[src/design/csws_pkg.sv]
`timescale 1ns / 1ps
`default_nettype none

package csws_pkg;

   localparam int OFF_W      = 23;
   localparam int DATA_W     = 64;
   localparam int CNT_W      = 16;
   localparam int OP_W       = 3;
   localparam int CFG_W      = 5;
   localparam int CSR_ADDR_W = 3;
   localparam int CSR_DATA_W = 32;

   localparam logic [DATA_W-1:0] INIT_DATA    = 64'h0003_0002_0001_0000;
   localparam logic [DATA_W-1:0] ADDR_STEP    = 64'h0004_0004_0004_0004;
   localparam logic [OFF_W-1:0]  FIRST_OFFSET = 23'h10;
   localparam logic [OFF_W-1:0]  LOW_NIBBLE   = 23'h0f;
   localparam logic [OFF_W-1:0]  WORD_BYTES   = 23'h8;

   localparam logic [CFG_W-1:0] SIZE_LOG2_MIN   = 5'd8;
   localparam logic [CFG_W-1:0] SIZE_LOG2_MAX   = 5'd22;
   localparam logic [CFG_W-1:0] SIZE_LOG2_RESET = 5'd20;

   // register index is paddr bit 2 (registers sit 4 bytes apart)
   localparam logic REG_CACHE_SIZE = 1'b0;

   localparam logic CMD_START   = 1'b0;
   localparam logic REGION_SCRATCH = 1'b0;
   localparam logic REGION_FLUSH   = 1'b1;

   typedef enum logic [OP_W-1:0] {
      OP_WRITE = 3'd0,
      OP_CHECK = 3'd1,
      OP_TOUCH = 3'd2,
      OP_FLUSH = 3'd3,
      OP_DONE  = 3'd4
   } op_kind_type;

   typedef enum logic [3:0] {
      PH_D1,
      PH_D0,
      PH_REINIT,
      PH_A1W,
      PH_A1V,
      PH_A1C,
      PH_A0W,
      PH_A0V,
      PH_A0C,
      PH_FLUSH,
      PH_DONE
   } phase_type;

endpackage

`default_nettype wire

[src/design/csws_req_if.sv]
`timescale 1ns / 1ps
`default_nettype none

interface csws_req_if;
   logic                         valid;
   logic                         ready;
   logic                         cmd;
   logic [csws_pkg::DATA_W-1:0]  read_data;

   modport source (output valid, output cmd, output read_data, input ready);
   modport sink   (input valid, input cmd, input read_data, output ready);
endinterface

`default_nettype wire

[src/design/csws_rsp_if.sv]
`timescale 1ns / 1ps
`default_nettype none

interface csws_rsp_if;
   logic                         valid;
   logic                         ready;
   logic [csws_pkg::OP_W-1:0]    op_kind;
   logic                         region;
   logic [csws_pkg::OFF_W-1:0]   byte_offset;
   logic [csws_pkg::DATA_W-1:0]  word_value;
   logic                         mismatch;
   logic [csws_pkg::CNT_W-1:0]   error_total;

   modport source (output valid, output op_kind, output region, output byte_offset,
                   output word_value, output mismatch, output error_total, input ready);
   modport sink   (input valid, input op_kind, input region, input byte_offset,
                   input word_value, input mismatch, input error_total, output ready);
endinterface

`default_nettype wire

[src/design/csws_csr.sv]
`timescale 1ns / 1ps
`default_nettype none

module csws_csr (
   input  wire logic                              clock,
   input  wire logic                              reset,
   input  wire logic                              csr_psel,
   input  wire logic                              csr_penable,
   input  wire logic                              csr_pwrite,
   input  wire logic [csws_pkg::CSR_ADDR_W-1:0]   csr_paddr,
   input  wire logic [csws_pkg::CSR_DATA_W-1:0]   csr_pwdata,
   output logic      [csws_pkg::CSR_DATA_W-1:0]   csr_prdata,
   output logic                                   csr_pready,
   output logic      [csws_pkg::CFG_W-1:0]        size_log2
);

   logic [csws_pkg::CFG_W-1:0] size_log2_ff;
   logic                       wr_hit;

   assign csr_pready = 1'b1;
   assign wr_hit = csr_psel && csr_penable && csr_pwrite
                   && (csr_paddr[2] == csws_pkg::REG_CACHE_SIZE);

   always_ff @(posedge clock) begin
      if (reset) begin
         size_log2_ff <= csws_pkg::SIZE_LOG2_RESET;
      end else if (wr_hit) begin
         size_log2_ff <= csr_pwdata[csws_pkg::CFG_W-1:0];
      end
   end

   always_comb begin
      if (csr_paddr[2] == csws_pkg::REG_CACHE_SIZE) begin
         csr_prdata = csws_pkg::CSR_DATA_W'(size_log2_ff);
      end else begin
         csr_prdata = '0;
      end
   end

   assign size_log2 = size_log2_ff;

endmodule

`default_nettype wire

[src/design/cache_sram_walk_test_sequencer.sv]
`timescale 1ns / 1ps
`default_nettype none

// Memory test sequencer: every accepted request beat yields exactly one memory
// operation on the response channel through a single output register; a new
// beat is taken every cycle as long as the response register is empty or
// being drained in the same cycle, so the sustained rate is one operation per
// clock. A start beat (cmd 0) restarts the run at once; the data of a
// read-check is compared when it comes back with the following beat, unless
// that beat is a start beat. The cache size register may only be changed
// between beats; a synchronous reset leaves the sequencer in the done state.

module cache_sram_walk_test_sequencer #(
   parameter int LINE_WORDS = 2,
   parameter int WORD_BITS  = 64,
   parameter int L1_SPAN    = 32768
) (
   input  wire logic                              clock,
   input  wire logic                              reset,
   csws_req_if.sink                               req,
   csws_rsp_if.source                             rsp,
   input  wire logic                              csr_psel,
   input  wire logic                              csr_penable,
   input  wire logic                              csr_pwrite,
   input  wire logic [csws_pkg::CSR_ADDR_W-1:0]   csr_paddr,
   input  wire logic [csws_pkg::CSR_DATA_W-1:0]   csr_pwdata,
   output logic      [csws_pkg::CSR_DATA_W-1:0]   csr_prdata,
   output logic                                   csr_pready
);

   localparam int OFF_W  = csws_pkg::OFF_W;
   localparam int DATA_W = csws_pkg::DATA_W;
   localparam int CNT_W  = csws_pkg::CNT_W;
   localparam int LANE_W = (LINE_WORDS > 1) ? $clog2(LINE_WORDS) : 1;
   localparam int SUB_W  = $clog2(2 * LINE_WORDS + 3);
   localparam int BIT_W  = $clog2(WORD_BITS);

   localparam logic [DATA_W-1:0] WMASK = {DATA_W{1'b1}} >> (DATA_W - WORD_BITS);
   localparam logic [SUB_W-1:0]  SUB_LANE    = SUB_W'(LINE_WORDS);
   localparam logic [SUB_W-1:0]  SUB_TOUCH0  = SUB_W'(LINE_WORDS + 1);
   localparam logic [SUB_W-1:0]  SUB_TOUCH1  = SUB_W'(LINE_WORDS + 2);
   localparam logic [SUB_W-1:0]  SUB_CHK0    = SUB_W'(LINE_WORDS + 3);
   localparam logic [SUB_W-1:0]  SUB_LAST    = SUB_W'(2 * LINE_WORDS + 2);
   localparam logic [SUB_W-1:0]  SUB_FILLCHK = SUB_W'(LINE_WORDS - 1);
   localparam logic [SUB_W-1:0]  SUB_ONE     = SUB_W'(1);
   localparam logic [SUB_W-1:0]  SUB_FAR     = SUB_W'(2);
   localparam logic [SUB_W-1:0]  SUB_TEND    = SUB_W'(3);
   localparam logic [BIT_W-1:0]  BIT_LAST    = BIT_W'(WORD_BITS - 1);
   localparam logic [LANE_W-1:0] LANE_LAST   = LANE_W'(LINE_WORDS - 1);
   localparam logic [OFF_W-1:0]  L1_FAR      = OFF_W'(L1_SPAN);
   localparam logic [OFF_W-1:0]  L1_NEAR     = OFF_W'(L1_SPAN / 2);

   // sequencer state
   csws_pkg::phase_type  phase_ff, phase_in, cur_phase, walk_phase;
   logic [LANE_W-1:0]    lane_ff, lane_in, cur_lane;
   logic [BIT_W-1:0]     bit_ff, bit_in, cur_bit;
   logic [SUB_W-1:0]     sub_ff, sub_in, cur_sub;
   logic [OFF_W-1:0]     walk_ff, walk_in, cur_walk;
   logic [DATA_W-1:0]    pattern_ff, pattern_in, cur_pattern;
   logic [DATA_W-1:0]    expected_ff, expected_in;
   logic                 pending_ff, pending_in;
   logic [CNT_W-1:0]     count_ff, count_in;

   // response register
   logic                 rsp_valid_ff;
   csws_pkg::op_kind_type op_ff, op_in;
   logic                 region_ff, region_in;
   logic [OFF_W-1:0]     offset_ff, offset_in;
   logic [DATA_W-1:0]    value_ff, value_in;
   logic                 mismatch_ff, mismatch_in;

   logic                 accept;
   logic [csws_pkg::CFG_W-1:0] size_log2, size_log2_eff;
   logic [OFF_W-1:0]     size_bytes, size_half, size_mask, base;
   logic [OFF_W:0]       walk_shift;
   logic                 zero_walk, walk_step;
   logic [DATA_W-1:0]    walk_init, step_pattern, bit_word, fill_word, pat_word;
   logic [SUB_W-1:0]     chk_k, chk_word;

   csws_csr u_csr (
      .clock       (clock),
      .reset       (reset),
      .csr_psel    (csr_psel),
      .csr_penable (csr_penable),
      .csr_pwrite  (csr_pwrite),
      .csr_paddr   (csr_paddr),
      .csr_pwdata  (csr_pwdata),
      .csr_prdata  (csr_prdata),
      .csr_pready  (csr_pready),
      .size_log2   (size_log2)
   );

   assign req.ready = !rsp_valid_ff || rsp.ready;
   assign accept    = req.valid && req.ready;

   // clamp size to the supported range
   always_comb begin
      if (size_log2 < csws_pkg::SIZE_LOG2_MIN) begin
         size_log2_eff = csws_pkg::SIZE_LOG2_MIN;
      end else if (size_log2 > csws_pkg::SIZE_LOG2_MAX) begin
         size_log2_eff = csws_pkg::SIZE_LOG2_MAX;
      end else begin
         size_log2_eff = size_log2;
      end
   end

   assign size_bytes = OFF_W'(1) << size_log2_eff;
   assign size_half  = size_bytes >> 1;
   assign size_mask  = (size_bytes - OFF_W'(1)) & ~csws_pkg::LOW_NIBBLE;

   always_comb begin
      // a start beat restarts the run before this step's operation
      cur_phase   = phase_ff;
      cur_lane    = lane_ff;
      cur_bit     = bit_ff;
      cur_sub     = sub_ff;
      cur_walk    = walk_ff;
      cur_pattern = pattern_ff;
      count_in    = count_ff;
      mismatch_in = 1'b0;
      if (req.cmd == csws_pkg::CMD_START) begin
         cur_phase   = csws_pkg::PH_D1;
         cur_lane    = '0;
         cur_bit     = '0;
         cur_sub     = '0;
         cur_walk    = csws_pkg::FIRST_OFFSET;
         cur_pattern = '0;
         count_in    = '0;
      end else if (pending_ff && ((req.read_data & WMASK) != expected_ff)) begin
         mismatch_in = 1'b1;
         if (count_ff != {CNT_W{1'b1}}) begin
            count_in = count_ff + CNT_W'(1);
         end
      end
   end

   assign zero_walk    = cur_phase inside {csws_pkg::PH_A0W, csws_pkg::PH_A0V,
                                           csws_pkg::PH_A0C};
   assign base         = zero_walk ? (~cur_walk & size_mask) : cur_walk;
   assign step_pattern = (zero_walk ? (cur_pattern - csws_pkg::ADDR_STEP)
                                    : (cur_pattern + csws_pkg::ADDR_STEP)) & WMASK;
   assign walk_shift   = {1'b0, cur_walk} << 1;
   assign bit_word     = (DATA_W'(1) << cur_bit) & WMASK;
   assign fill_word    = (cur_phase == csws_pkg::PH_D0) ? WMASK : '0;
   assign pat_word     = (cur_phase == csws_pkg::PH_D0) ? (~bit_word & WMASK) : bit_word;
   assign chk_k        = cur_sub - SUB_CHK0;
   // skip the lane while checking the fill words
   assign chk_word     = (chk_k < SUB_W'(cur_lane)) ? chk_k : chk_k + SUB_ONE;

   always_comb begin
      op_in       = csws_pkg::OP_DONE;
      region_in   = csws_pkg::REGION_SCRATCH;
      offset_in   = '0;
      value_in    = '0;
      phase_in    = cur_phase;
      lane_in     = cur_lane;
      bit_in      = cur_bit;
      sub_in      = cur_sub;
      walk_in     = cur_walk;
      pattern_in  = cur_pattern;
      walk_step   = 1'b0;
      walk_phase  = cur_phase;
      walk_init   = '0;

      case (cur_phase)
         csws_pkg::PH_D1, csws_pkg::PH_D0: begin
            if (cur_sub < SUB_LANE) begin
               op_in     = csws_pkg::OP_WRITE;
               offset_in = OFF_W'({cur_sub, 3'b000});
               value_in  = fill_word;
            end else if (cur_sub == SUB_LANE) begin
               op_in     = csws_pkg::OP_WRITE;
               offset_in = OFF_W'({cur_lane, 3'b000});
               value_in  = pat_word;
            end else if (cur_sub == SUB_TOUCH0) begin
               op_in     = csws_pkg::OP_TOUCH;
               region_in = csws_pkg::REGION_FLUSH;
            end else if (cur_sub == SUB_TOUCH1) begin
               op_in     = csws_pkg::OP_TOUCH;
               region_in = csws_pkg::REGION_FLUSH;
               offset_in = size_half;
            end else begin
               op_in = csws_pkg::OP_CHECK;
               if (chk_k < SUB_FILLCHK) begin
                  offset_in = OFF_W'({chk_word, 3'b000});
                  value_in  = fill_word;
               end else begin
                  offset_in = OFF_W'({cur_lane, 3'b000});
                  value_in  = pat_word;
               end
            end
            sub_in = cur_sub + SUB_ONE;
            if (cur_sub == SUB_LAST) begin
               sub_in = '0;
               bit_in = cur_bit + BIT_W'(1);
               if (cur_bit == BIT_LAST) begin
                  bit_in = '0;
                  if (cur_phase == csws_pkg::PH_D1) begin
                     phase_in = csws_pkg::PH_D0;
                  end else begin
                     phase_in = csws_pkg::PH_D1;
                     lane_in  = cur_lane + LANE_W'(1);
                     if (cur_lane == LANE_LAST) begin
                        lane_in  = '0;
                        phase_in = csws_pkg::PH_REINIT;
                     end
                  end
               end
            end
         end
         csws_pkg::PH_REINIT: begin
            op_in     = csws_pkg::OP_WRITE;
            offset_in = OFF_W'({cur_sub, 3'b000});
            sub_in    = cur_sub + SUB_ONE;
            if (cur_sub >= SUB_FILLCHK) begin
               sub_in     = '0;
               phase_in   = csws_pkg::PH_A1W;
               walk_in    = csws_pkg::FIRST_OFFSET;
               pattern_in = csws_pkg::INIT_DATA & WMASK;
            end
         end
         csws_pkg::PH_A1W, csws_pkg::PH_A0W: begin
            sub_in = cur_sub + SUB_ONE;
            if (cur_sub < SUB_FAR) begin
               op_in      = csws_pkg::OP_WRITE;
               offset_in  = base + OFF_W'({cur_sub, 3'b000});
               value_in   = cur_pattern;
               pattern_in = step_pattern;
            end else begin
               op_in     = csws_pkg::OP_TOUCH;
               offset_in = (base + csws_pkg::WORD_BYTES)
                           ^ ((cur_sub == SUB_FAR) ? L1_FAR : L1_NEAR);
               if (cur_sub >= SUB_TEND) begin
                  sub_in    = '0;
                  walk_step = 1'b1;
                  if (cur_phase == csws_pkg::PH_A1W) begin
                     walk_phase = csws_pkg::PH_A1V;
                     walk_init  = csws_pkg::INIT_DATA;
                  end else begin
                     walk_phase = csws_pkg::PH_A0V;
                     walk_init  = ~csws_pkg::INIT_DATA;
                  end
               end
            end
         end
         csws_pkg::PH_A1V, csws_pkg::PH_A0V: begin
            op_in      = csws_pkg::OP_CHECK;
            offset_in  = base + OFF_W'({cur_sub[0], 3'b000});
            value_in   = cur_pattern;
            pattern_in = step_pattern;
            sub_in     = cur_sub + SUB_ONE;
            if (cur_sub != '0) begin
               sub_in     = '0;
               walk_step  = 1'b1;
               walk_phase = (cur_phase == csws_pkg::PH_A1V) ? csws_pkg::PH_A1C
                                                            : csws_pkg::PH_A0C;
            end
         end
         csws_pkg::PH_A1C, csws_pkg::PH_A0C: begin
            op_in     = csws_pkg::OP_WRITE;
            offset_in = base + OFF_W'({cur_sub[0], 3'b000});
            sub_in    = cur_sub + SUB_ONE;
            if (cur_sub != '0) begin
               sub_in    = '0;
               walk_step = 1'b1;
               if (cur_phase == csws_pkg::PH_A1C) begin
                  walk_phase = csws_pkg::PH_A0W;
                  walk_init  = ~csws_pkg::INIT_DATA;
               end else begin
                  walk_phase = csws_pkg::PH_FLUSH;
               end
            end
         end
         csws_pkg::PH_FLUSH: begin
            op_in    = csws_pkg::OP_FLUSH;
            phase_in = csws_pkg::PH_DONE;
         end
         default: begin
            op_in = csws_pkg::OP_DONE;
         end
      endcase

      // advance the walk; wrap to the next pass once it reaches the cache size
      if (walk_step) begin
         walk_in = walk_shift[OFF_W-1:0];
         if (walk_shift >= {1'b0, size_bytes}) begin
            walk_in    = csws_pkg::FIRST_OFFSET;
            pattern_in = walk_init & WMASK;
            phase_in   = walk_phase;
         end
      end

      pending_in  = (op_in == csws_pkg::OP_CHECK);
      expected_in = pending_in ? (value_in & WMASK) : '0;
   end

   always_ff @(posedge clock) begin
      if (reset) begin
         phase_ff    <= csws_pkg::PH_DONE;
         lane_ff     <= '0;
         bit_ff      <= '0;
         sub_ff      <= '0;
         walk_ff     <= csws_pkg::FIRST_OFFSET;
         pattern_ff  <= '0;
         expected_ff <= '0;
         pending_ff  <= 1'b0;
         count_ff    <= '0;
      end else if (accept) begin
         phase_ff    <= phase_in;
         lane_ff     <= lane_in;
         bit_ff      <= bit_in;
         sub_ff      <= sub_in;
         walk_ff     <= walk_in;
         pattern_ff  <= pattern_in;
         expected_ff <= expected_in;
         pending_ff  <= pending_in;
         count_ff    <= count_in;
      end
   end

   always_ff @(posedge clock) begin
      if (reset) begin
         rsp_valid_ff <= 1'b0;
      end else if (accept) begin
         rsp_valid_ff <= 1'b1;
      end else if (rsp.ready) begin
         rsp_valid_ff <= 1'b0;
      end
   end

   // hold the payload until the next accepted beat
   always_ff @(posedge clock) begin
      if (accept) begin
         op_ff       <= op_in;
         region_ff   <= region_in;
         offset_ff   <= offset_in;
         value_ff    <= value_in & WMASK;
         mismatch_ff <= mismatch_in;
      end
   end

   assign rsp.valid       = rsp_valid_ff;
   assign rsp.op_kind     = op_ff;
   assign rsp.region      = region_ff;
   assign rsp.byte_offset = offset_ff;
   assign rsp.word_value  = value_ff;
   assign rsp.mismatch    = mismatch_ff;
   assign rsp.error_total = count_ff;

endmodule

`default_nettype wire
[src/flat_wrapper.sv]
// flat-port wrapper written by rule: the top's interface ports become plain ports
module cache_sram_walk_test_sequencer_flat 
#(
   parameter int LINE_WORDS = 2,
   parameter int WORD_BITS  = 64,
   parameter int L1_SPAN    = 32768
)
  (clock, reset, csr_psel, csr_penable, csr_pwrite, csr_paddr, csr_pwdata, csr_prdata, csr_pready, req_valid, req_cmd, req_read_data, req_ready, rsp_valid, rsp_op_kind, rsp_region, rsp_byte_offset, rsp_word_value, rsp_mismatch, rsp_error_total, rsp_ready);
  csws_req_if req_i ();
  csws_rsp_if rsp_i ();
  input  wire logic clock;
  input  wire logic reset;
  input  wire logic csr_psel;
  input  wire logic csr_penable;
  input  wire logic csr_pwrite;
  input  wire logic [csws_pkg::CSR_ADDR_W-1:0] csr_paddr;
  input  wire logic [csws_pkg::CSR_DATA_W-1:0] csr_pwdata;
  output logic      [csws_pkg::CSR_DATA_W-1:0] csr_prdata;
  output logic csr_pready;
  input wire logic [$bits(req_i.valid)-1:0] req_valid;
  input wire logic [$bits(req_i.cmd)-1:0] req_cmd;
  input wire logic [$bits(req_i.read_data)-1:0] req_read_data;
  output wire logic [$bits(req_i.ready)-1:0] req_ready;
  output wire logic [$bits(rsp_i.valid)-1:0] rsp_valid;
  output wire logic [$bits(rsp_i.op_kind)-1:0] rsp_op_kind;
  output wire logic [$bits(rsp_i.region)-1:0] rsp_region;
  output wire logic [$bits(rsp_i.byte_offset)-1:0] rsp_byte_offset;
  output wire logic [$bits(rsp_i.word_value)-1:0] rsp_word_value;
  output wire logic [$bits(rsp_i.mismatch)-1:0] rsp_mismatch;
  output wire logic [$bits(rsp_i.error_total)-1:0] rsp_error_total;
  input wire logic [$bits(rsp_i.ready)-1:0] rsp_ready;
  assign req_i.valid = req_valid;
  assign req_i.cmd = req_cmd;
  assign req_i.read_data = req_read_data;
  assign req_ready = req_i.ready;
  assign rsp_valid = rsp_i.valid;
  assign rsp_op_kind = rsp_i.op_kind;
  assign rsp_region = rsp_i.region;
  assign rsp_byte_offset = rsp_i.byte_offset;
  assign rsp_word_value = rsp_i.word_value;
  assign rsp_mismatch = rsp_i.mismatch;
  assign rsp_error_total = rsp_i.error_total;
  assign rsp_i.ready = rsp_ready;
  cache_sram_walk_test_sequencer #(.LINE_WORDS(LINE_WORDS), .WORD_BITS(WORD_BITS), .L1_SPAN(L1_SPAN)) u_core (.clock(clock), .reset(reset), .req(req_i), .rsp(rsp_i), .csr_psel(csr_psel), .csr_penable(csr_penable), .csr_pwrite(csr_pwrite), .csr_paddr(csr_paddr), .csr_pwdata(csr_pwdata), .csr_prdata(csr_prdata), .csr_pready(csr_pready));
endmodule
[config.mk]
export PLATFORM = sky130hd
export DESIGN_NAME = cache_sram_walk_test_sequencer_flat
export DESIGN_NICKNAME = d
export VERILOG_FILES = /design/src/design/csws_pkg.sv /design/src/design/csws_req_if.sv /design/src/design/csws_rsp_if.sv /design/src/design/csws_csr.sv /design/src/design/cache_sram_walk_test_sequencer.sv /design/src/flat_wrapper.sv
export SDC_FILE = /design/constraint.sdc
export NUM_CORES = 1
export LEC_CHECK = 0
export BUFFER_PORTS_ARGS = -buffer_cell sky130_fd_sc_hd__buf_2
export CAP_MARGIN = 20
export CORE_MARGIN = 1.5
export CORE_UTILIZATION = 45
export DETAILED_ROUTE_END_ITERATION = 8
export HOLD_SLACK_MARGIN = 0.06
export PLACE_DENSITY_LB_ADDON = 0.12
export SLEW_MARGIN = 40
export SYNTH_ARGS = -nofsm -noshare
export SYNTH_HDL_FRONTEND = slang
export SYNTH_SLANG_ARGS = --single-unit
[constraint.sdc]
create_clock -name clock -period 6.1 [get_ports clock]
set_input_delay 0 -clock clock [delete_from_list [all_inputs] [get_ports clock]]
set_output_delay 0 -clock clock [all_outputs]
set_load 0.005 [all_outputs]
==> results.md, run 1 <==
* Yosys warns at 0
* Routed WL at 69.7 mm
* IO buf count at 192
* Max-slew headroom at 46.1%
* Sequential share of power at 45.8%
* Max_cap viols at 0
* Fmax at 196 MHz
* Setup Fix Bufs, Post-CTS at 0
* # diodes at 0
* Fin crit period at 5.09 ns
* Die height at 215 um
* CP arrival at 5.56 ns
* Total clock sinks at 280
* Synth top area share at 18.6%
* ANT nets after route at 0
* Synth cell types at 85
* Global-route wire length before repair at 106 mm
* Post-synth EDFFs at 92
* Vias in the first global route at 18.0k
* Initial Utilization at 45.7%
* Setup crit end kind: register
* HPWL after DPL at 51.2 mm
* Fin. Hold Viols at 0
* RSZ-0062 raised after global routing: false
* Synthesized cell area at 20200 sq um
* Syn avg cell area at 7.91 sq um
* Hold crit path type: in -> reg
* Final count of pins violating max slew at 0
* Initial antenna violation count at 1
* Largest cells by area after synthesis: dfxtp_1, edfxtp_1, xnor2_1
* WS Path Type: reg -> reg
* Leading area contributor after synthesis: dfxtp_1
* Post-synthesis sequential area ratio at 32.3%
* # setup viols final at 0
* Clock Skews at 0.0212 ns
* Vias post-DR at 19.7k
* First-pass DRT Iterations at 6
* Switching portion of total power at 27.5%
* Filler instances at 4304
* Clk buf depth at 3
* All-Layer GR Usage at 28.9%
* CTS tree: done
* Routability Congestion at 0.923
* Async S/R FF share, synth at 0%
* CTS resizes at 0
* Setup TNS at 0 ns
* Hold Slack at 0.0807 ns
* Critical Path RT at 6.57 ns
* Grt ovf at 0
* Clock Power Share at 40.8%
* Clk Latency, worst-skew pair at 0.59 ns
* Psw at 1.21 mW
* Syn Inst Count at 2554
* CTS H-tree lvls at 1
* Worst setup SP type: register
* Largest net degree at the start of global routing at 71
* Share of layout cells above drive strength 1 at 11.5%
* Drt wl/cell at 21.3 um
* Post-Place Cells at 3210
* Site Rows at 77
* Clock-pin slew on the worst setup and hold paths at 0.07 ns
* Drt initial violations at 2276
* Final nets at 2875
* Main flop type after synthesis: dfxtp_1
* Core area at 44200 sq um
* Internal power at 3.18 mW
* CTS buffer count at 30
* Final Instance Area at 22600 sq um
* Leak at 8.99 nW
* Power per cell area at 194 nW/um^2
* Die X at 215 um
* Fin crit share at 83.4%
* DP Area at 21600 sq um
* Post-route DRC violation count at 0
* FF+latch count, synth at 280
* Gate power share at 13.3%
* CTS root buf: clkbuf_16
* Area delta synth->final at 12.1%
* Vias per inst at 6.02
* Max VDD drop at 0.139 mV
* # IOs at 250
* Crit-path max FO at 20
* # hold bufs at CTS at 13
* Outcome: completed
* Worst-Margin Slew at 0.800 ns
* Die ar. at 46200 sq um
* Final Instance Count excl. Fillers at 3279
[path summary, 6_finish.rpt]
check	startpoint	endpoint	slack, ns	depth (start not counted)
max	u_core.phase_ff[3]	u_core.pattern_ff[57]	1.01	15
min	csr_pwrite	u_core.u_csr.size_log2[3]	0.08	4
max reg2reg	u_core.phase_ff[3]	u_core.pattern_ff[57]	1.01	15
min reg2reg	u_core.pattern_ff[8]	u_core.pattern_ff[8]	0.45	2
[stage by stage]
| stage | utilization [%] | setup WS (ns) | power [mW] |
|---|---|---|---|
| after detailed placement | 48.7 | 1.14 | 2.62 |
| after CTS | 51.2 | 1.11 | 4.40 |
| after global placement | 48.7 | 1.12 | 2.61 |
| final | 51.2 | 1.01 | 4.39 |
| after global routing | 51.2 | 0.777 | 4.52 |
| after floorplan | - | 0.641 | 2.42 |
[flip-flops by register name, indices dropped and copies added, names as in the netlist, 4 cells and up]
name and count:
u_core.bit_ff 6, u_core.expected_ff 64, u_core.pattern_ff 64, u_core.phase_ff 4, u_core.rsp.byte_offset 23, u_core.rsp.error_total 16
u_core.rsp.word_value 64, u_core.u_csr.size_log2 5, u_core.walk_ff 23
[layer usage]
layer | vias to the layer above | wire [um] | track usage (%)
met5 | - | 0 | 0
met4 | 0 | 1490 | 7.21
met2 | 833 | 29400 | 43.0
met1 | 9441 | 33000 | 43.2
met3 | 94 | 5860 | 4.59
li1 | 9363 | - | -
[power groups by stage]
stage | Combinational (mW) | Sequential [mW] | Clock, mW
floorplan | 0.373 | 2.05 | 0
global placement | 0.560 | 2.05 | 0
detailed placement | 0.569 | 2.05 | 0
CTS | 0.576 | 2.01 | 1.81
global route | 0.634 | 2.02 | 1.87
finish | 0.585 | 2.01 | 1.79
[synth_stat cells (all sizes together) (7+ instances only)]
| cell | n |
|---|---|
| o22ai | 37 |
| nor4 | 11 |
| inv | 65 |
| o211ai | 21 |
| or2 | 9 |
| o21a | 10 |
| and4 | 8 |
| o221ai | 15 |
| nand2 | 250 |
| a21oi | 210 |
| mux2i | 9 |
| nor2b | 24 |
| a22oi | 116 |
| and2 | 66 |
| o21ai | 158 |
| edfxtp | 92 |
| and3 | 18 |
| ha | 103 |
| clkbuf | 146 |
| nor3b | 7 |
| dfxtp | 188 |
| a31oi | 25 |
| a221oi | 12 |
| nor2 | 290 |
| a211oi | 18 |
| nand2b | 28 |
| xor2 | 55 |
| or3 | 8 |
| o31ai | 13 |
| xnor2 | 167 |
| o21bai | 12 |
| nor3 | 43 |
| a21o | 39 |
| a211o | 9 |
| nand4 | 45 |
| buf | 56 |
| nand3 | 71 |
[layout by cell type (no fill, tap or decap), types with 43 or more instances in the layout]
cell      netlist  final
nand3_1        71     70
ha_1          103    103
buf_4          28     43
and2_1         66     66
buf_2          12    190
o21ai_0       116    115
a21oi_1       210    210
edfxtp_1       92     92
dfxtp_1       188    188
nor2_1        290    288
inv_1          62     61
xnor2_1       167    167
nand2_1       250    246
nand4_1        45     45
a22oi_1       116    116
xor2_1         55     55
[cell families after synthesis]
family,Yosys count,synth area share (%)
XOR/XNOR,222,9.63
other,2,0.0372
flip-flops,280,32.3
AO/OA/AOI/OAI,761,24.1
multiplexers,10,0.502
buffers and inverters,269,5.61
AND/OR/NAND/NOR,905,21.2
adder cells (fa/ha/maj),105,6.58
[critical path, stage by stage (launching register included)]
cell and delay (ns):
dfxtp_1 0.67, or4b_4 0.56, a21boi_4 0.39, buf_4 0.37
ha_1 0.35, and3_1 0.22, a22o_1 0.20, a31oi_1 0.13
buf_4 0.16, o21ai_1 0.13, a311oi_1 0.57, o22ai_1 0.26
o31ai_1 0.50, o21ai_0 0.20, mux2i_1 0.19, nor2_1 0.06
[layout make-up]
class	instances	area [sq um]	area share (%)
tap	592	741	3.27
timing repair buffer	247	1420	6.25
sequential	280	6530	28.8
clock inverter	15	140	0.619
inverter	67	259	1.14
clock buffer	41	802	3.54
multi-input combinational	2037	12800	56.3
(Power assumes the default switching activity.)
==> inputs of run 2 (changes only) <==
- ABC_AREA: not set -> 1
- clock period: 6.1 -> 5 ns (I/O delays scaled with it)
==> results.md, run 2 <==
* Outcome: completed
* Crit-path max cell delay at 0.56 ns
* Worst hold stages at 8
* CTS tree: done
* Worst r2r src: u_core.u_csr.size_log2[4]
* Die height at 229 um
* Most frequent cells after synthesis: nand2_1, inv_1, nor2_1
* Synth cell types at 53
* ANT nets after route at 0
* Post-synthesis sequential area ratio at 28.4%
* CTS buffer count at 31
* Total clock sinks at 280
* Worst path slowest cell: o21ai_0
* # setup viols final at 0
* Hold crit path type: in -> reg
* Yosys warns at 0
* Routability Congestion at 1.01
* Fin crit period at 3.94 ns
* IO buf count at 192
* Setup TNS at 0 ns
* Clk Latency, worst-skew pair at 0.61 ns
* CP arrival at 4.40 ns
* Final count of pins violating max slew at 0
* Clk buf depth at 3
* Crit-path max FO at 75
* Leading area contributor after synthesis: nand2_1
* Final nets at 4005
* Synthesized cell area at 23000 sq um
* Global-route wire length before repair at 127 mm
* Initial Utilization at 45.8%
* Max-slew headroom at 44.4%
* Async S/R FF share, synth at 0%
* Worst hold path startpoint: req_read_data[45]
* FF+latch count, synth at 280
* Hold Slack at 0.177 ns
* Vias post-DR at 24.5k
* Grt ovf at 0
* Fin. Hold Viols at 0
* Site Rows at 82
* All-Layer GR Usage at 30.4%
* Filler instances at 5355
* Worst R2R Setup Slack at 1.09 ns
* Largest cells by area after synthesis: nand2_1, dfxtp_1, edfxtp_1
* Main flop type after synthesis: dfxtp_1
* Post-route DRC violation count at 0
* Delay-heaviest family, CP: buffers and inverters
* Commonest non-fill, non-tap cell in the layout: nand2_1
* Hold Path Sink: u_core.rsp.mismatch
* Area delta synth->final at 11.6%
* First-pass DRT Iterations at 5
* Most frequent cells in the layout: nand2_1, inv_1, nor2_1, a21oi_1, nand3_1
* Critical Path RT at 5.47 ns
* Post-synth EDFFs at 92
* Setup crit end kind: register
* Clock-pin slew on the worst setup and hold paths at 0.06 ns
* Worst setup SP type: input port
* Leak at 11.7 nW
* Clock Skews at 0.0423 ns
* RSZ-0062 raised after global routing: false
* CP cell instances: dlygate4sd3_1, buf_4, nand2_2, inv_1, nand2_4, nand2_4, buf_12, ha_1, a21oi_1, o21ai_0, inv_1, nand2_1, nand2_1, nand3_1, o21ai_0, o211ai_1, nand2_1, a21oi_1
* Share of layout cells above drive strength 1 at 9.27%
* Vias in the first global route at 22.5k
* Largest net degree at the start of global routing at 141
* Setup WS pre-CTS at 1.11 ns
* CTS root buf: clkbuf_16
* Worst path buffer plus inverter count at 5
* CTS resizes at 0
* CTS H-tree lvls at 1
* Core area at 50300 sq um
* Worst-Margin Slew at 0.828 ns
* Reg2reg path depth at 18
* Vias per inst at 5.45
* Most frequent CP cell: nand2_1
* Initial antenna violation count at 2
* # IOs at 250
* WS Path Type: in -> reg
* Routed WL at 82.4 mm
* Final worst setup slack at 1.06 ns
* Die X at 229 um
* Drt wl/cell at 18.3 um
* Syn Inst Count at 3676
* Power per cell area at 252 nW/um^2
* Synth top area share at 16.4%
* Die ar. at 52500 sq um
* Fmax at 254 MHz
* Count leader, synth: nand2_1
* Drt initial violations at 2245
* Max VDD drop at 0.289 mV
* Syn avg cell area at 6.26 sq um
* RR Endpoint: u_core.pattern_ff[17]
* HPWL after DPL at 62.5 mm
* Fin crit share at 78.7%
* Max_cap viols at 0
run 2: tightest hold or removal path, delay by kind of cell:
family                    cells  cell delay [ns]
and+or+nand+nor               6             0.48
buffers and inverters         1             0.08
xor gates and xnor gates      1             0.05
run 2: timing repair:
item	in CTS	in global routing
setup endpoints to repair	0	0
setup buffers	0	0
hold buffers	18	0
endpoints found under the hold margin	110	0
run 2: kinds of logic after synthesis:
group           Yosys count  synth area share (%)
simple gates           1768                  32.1
compound gates          802                  18.9
buf+inv                 628                  11.3
flops                   280                  28.4
fa+ha+maj               105                  5.78
xor+xnor                 91                  3.50
other cells               2                0.0326
run 2: worst max-delay path by stage:
| stage | slack, ns | from | depth (start not counted) | end |
|---|---|---|---|---|
| 3_5_place_dp | 1.11 | req_cmd | 15 | u_core.pattern_ff[16] |
| 3_3_place_gp | 1.14 | req_cmd | 15 | u_core.pattern_ff[16] |
| 6_report | 1.06 | req_cmd | 18 | u_core.pattern_ff[20] |
| 5_1_grt | 0.73 | u_core.u_csr.size_log2[3] | 19 | u_core.pattern_ff[17] |
| 2_1_floorplan | 0.55 | u_core.rsp.valid | 8 | u_core.walk_ff[4] |
| 4_1_cts | 1.11 | u_core.u_csr.size_log2[4] | 18 | u_core.pattern_ff[17] |
run 2: area by class of cell:
cell class | count | area (sq um) | share of cell area, %
Multi-Input combinational cell | 2800 | 14100 | 54.7
Sequential cell | 280 | 6530 | 25.4
Inverter | 441 | 1670 | 6.51
Timing Repair Buffer | 239 | 1430 | 5.55
Clock buffer | 38 | 842 | 3.28
Tap cell | 672 | 841 | 3.27
Clock inverter | 20 | 310 | 1.21
Antenna cell | 2 | 5.00 | 0.0195
run 2: per-layer routing:
layer	track usage (%)	share of wire [%]	up-vias
met1	40.3	44	11226
met3	3.03	5.6	150
met2	50.3	46	758
met4	13.1	4.6	0
li1	-	-	12343
met5	0	0	-
run 2: power breakdown:
part	switching (mW)	internal [mW]	total (mW)
Combinational	0.914	0.412	1.33
Sequential	0.0517	2.47	2.52
Clock	1.01	1.61	2.61
Total	1.97	4.48	6.46
run 2: per-stage QoR:
| step | cells | power (mW) | utilization (%) | instance area, sq um |
|---|---|---|---|---|
| 3_3_place_gp | 4413 | 3.86 | 48.3 | 24300 |
| 2_1_floorplan | 3708 | 3.46 | - | 23100 |
| 4_1_cts | 4490 | 6.48 | 51.0 | 25700 |
| 6_report | 4492 | 6.46 | 51.1 | 25700 |
| 3_5_place_dp | 4414 | 3.87 | 48.4 | 24300 |
| 5_1_grt | 4492 | 6.74 | 51.1 | 25700 |
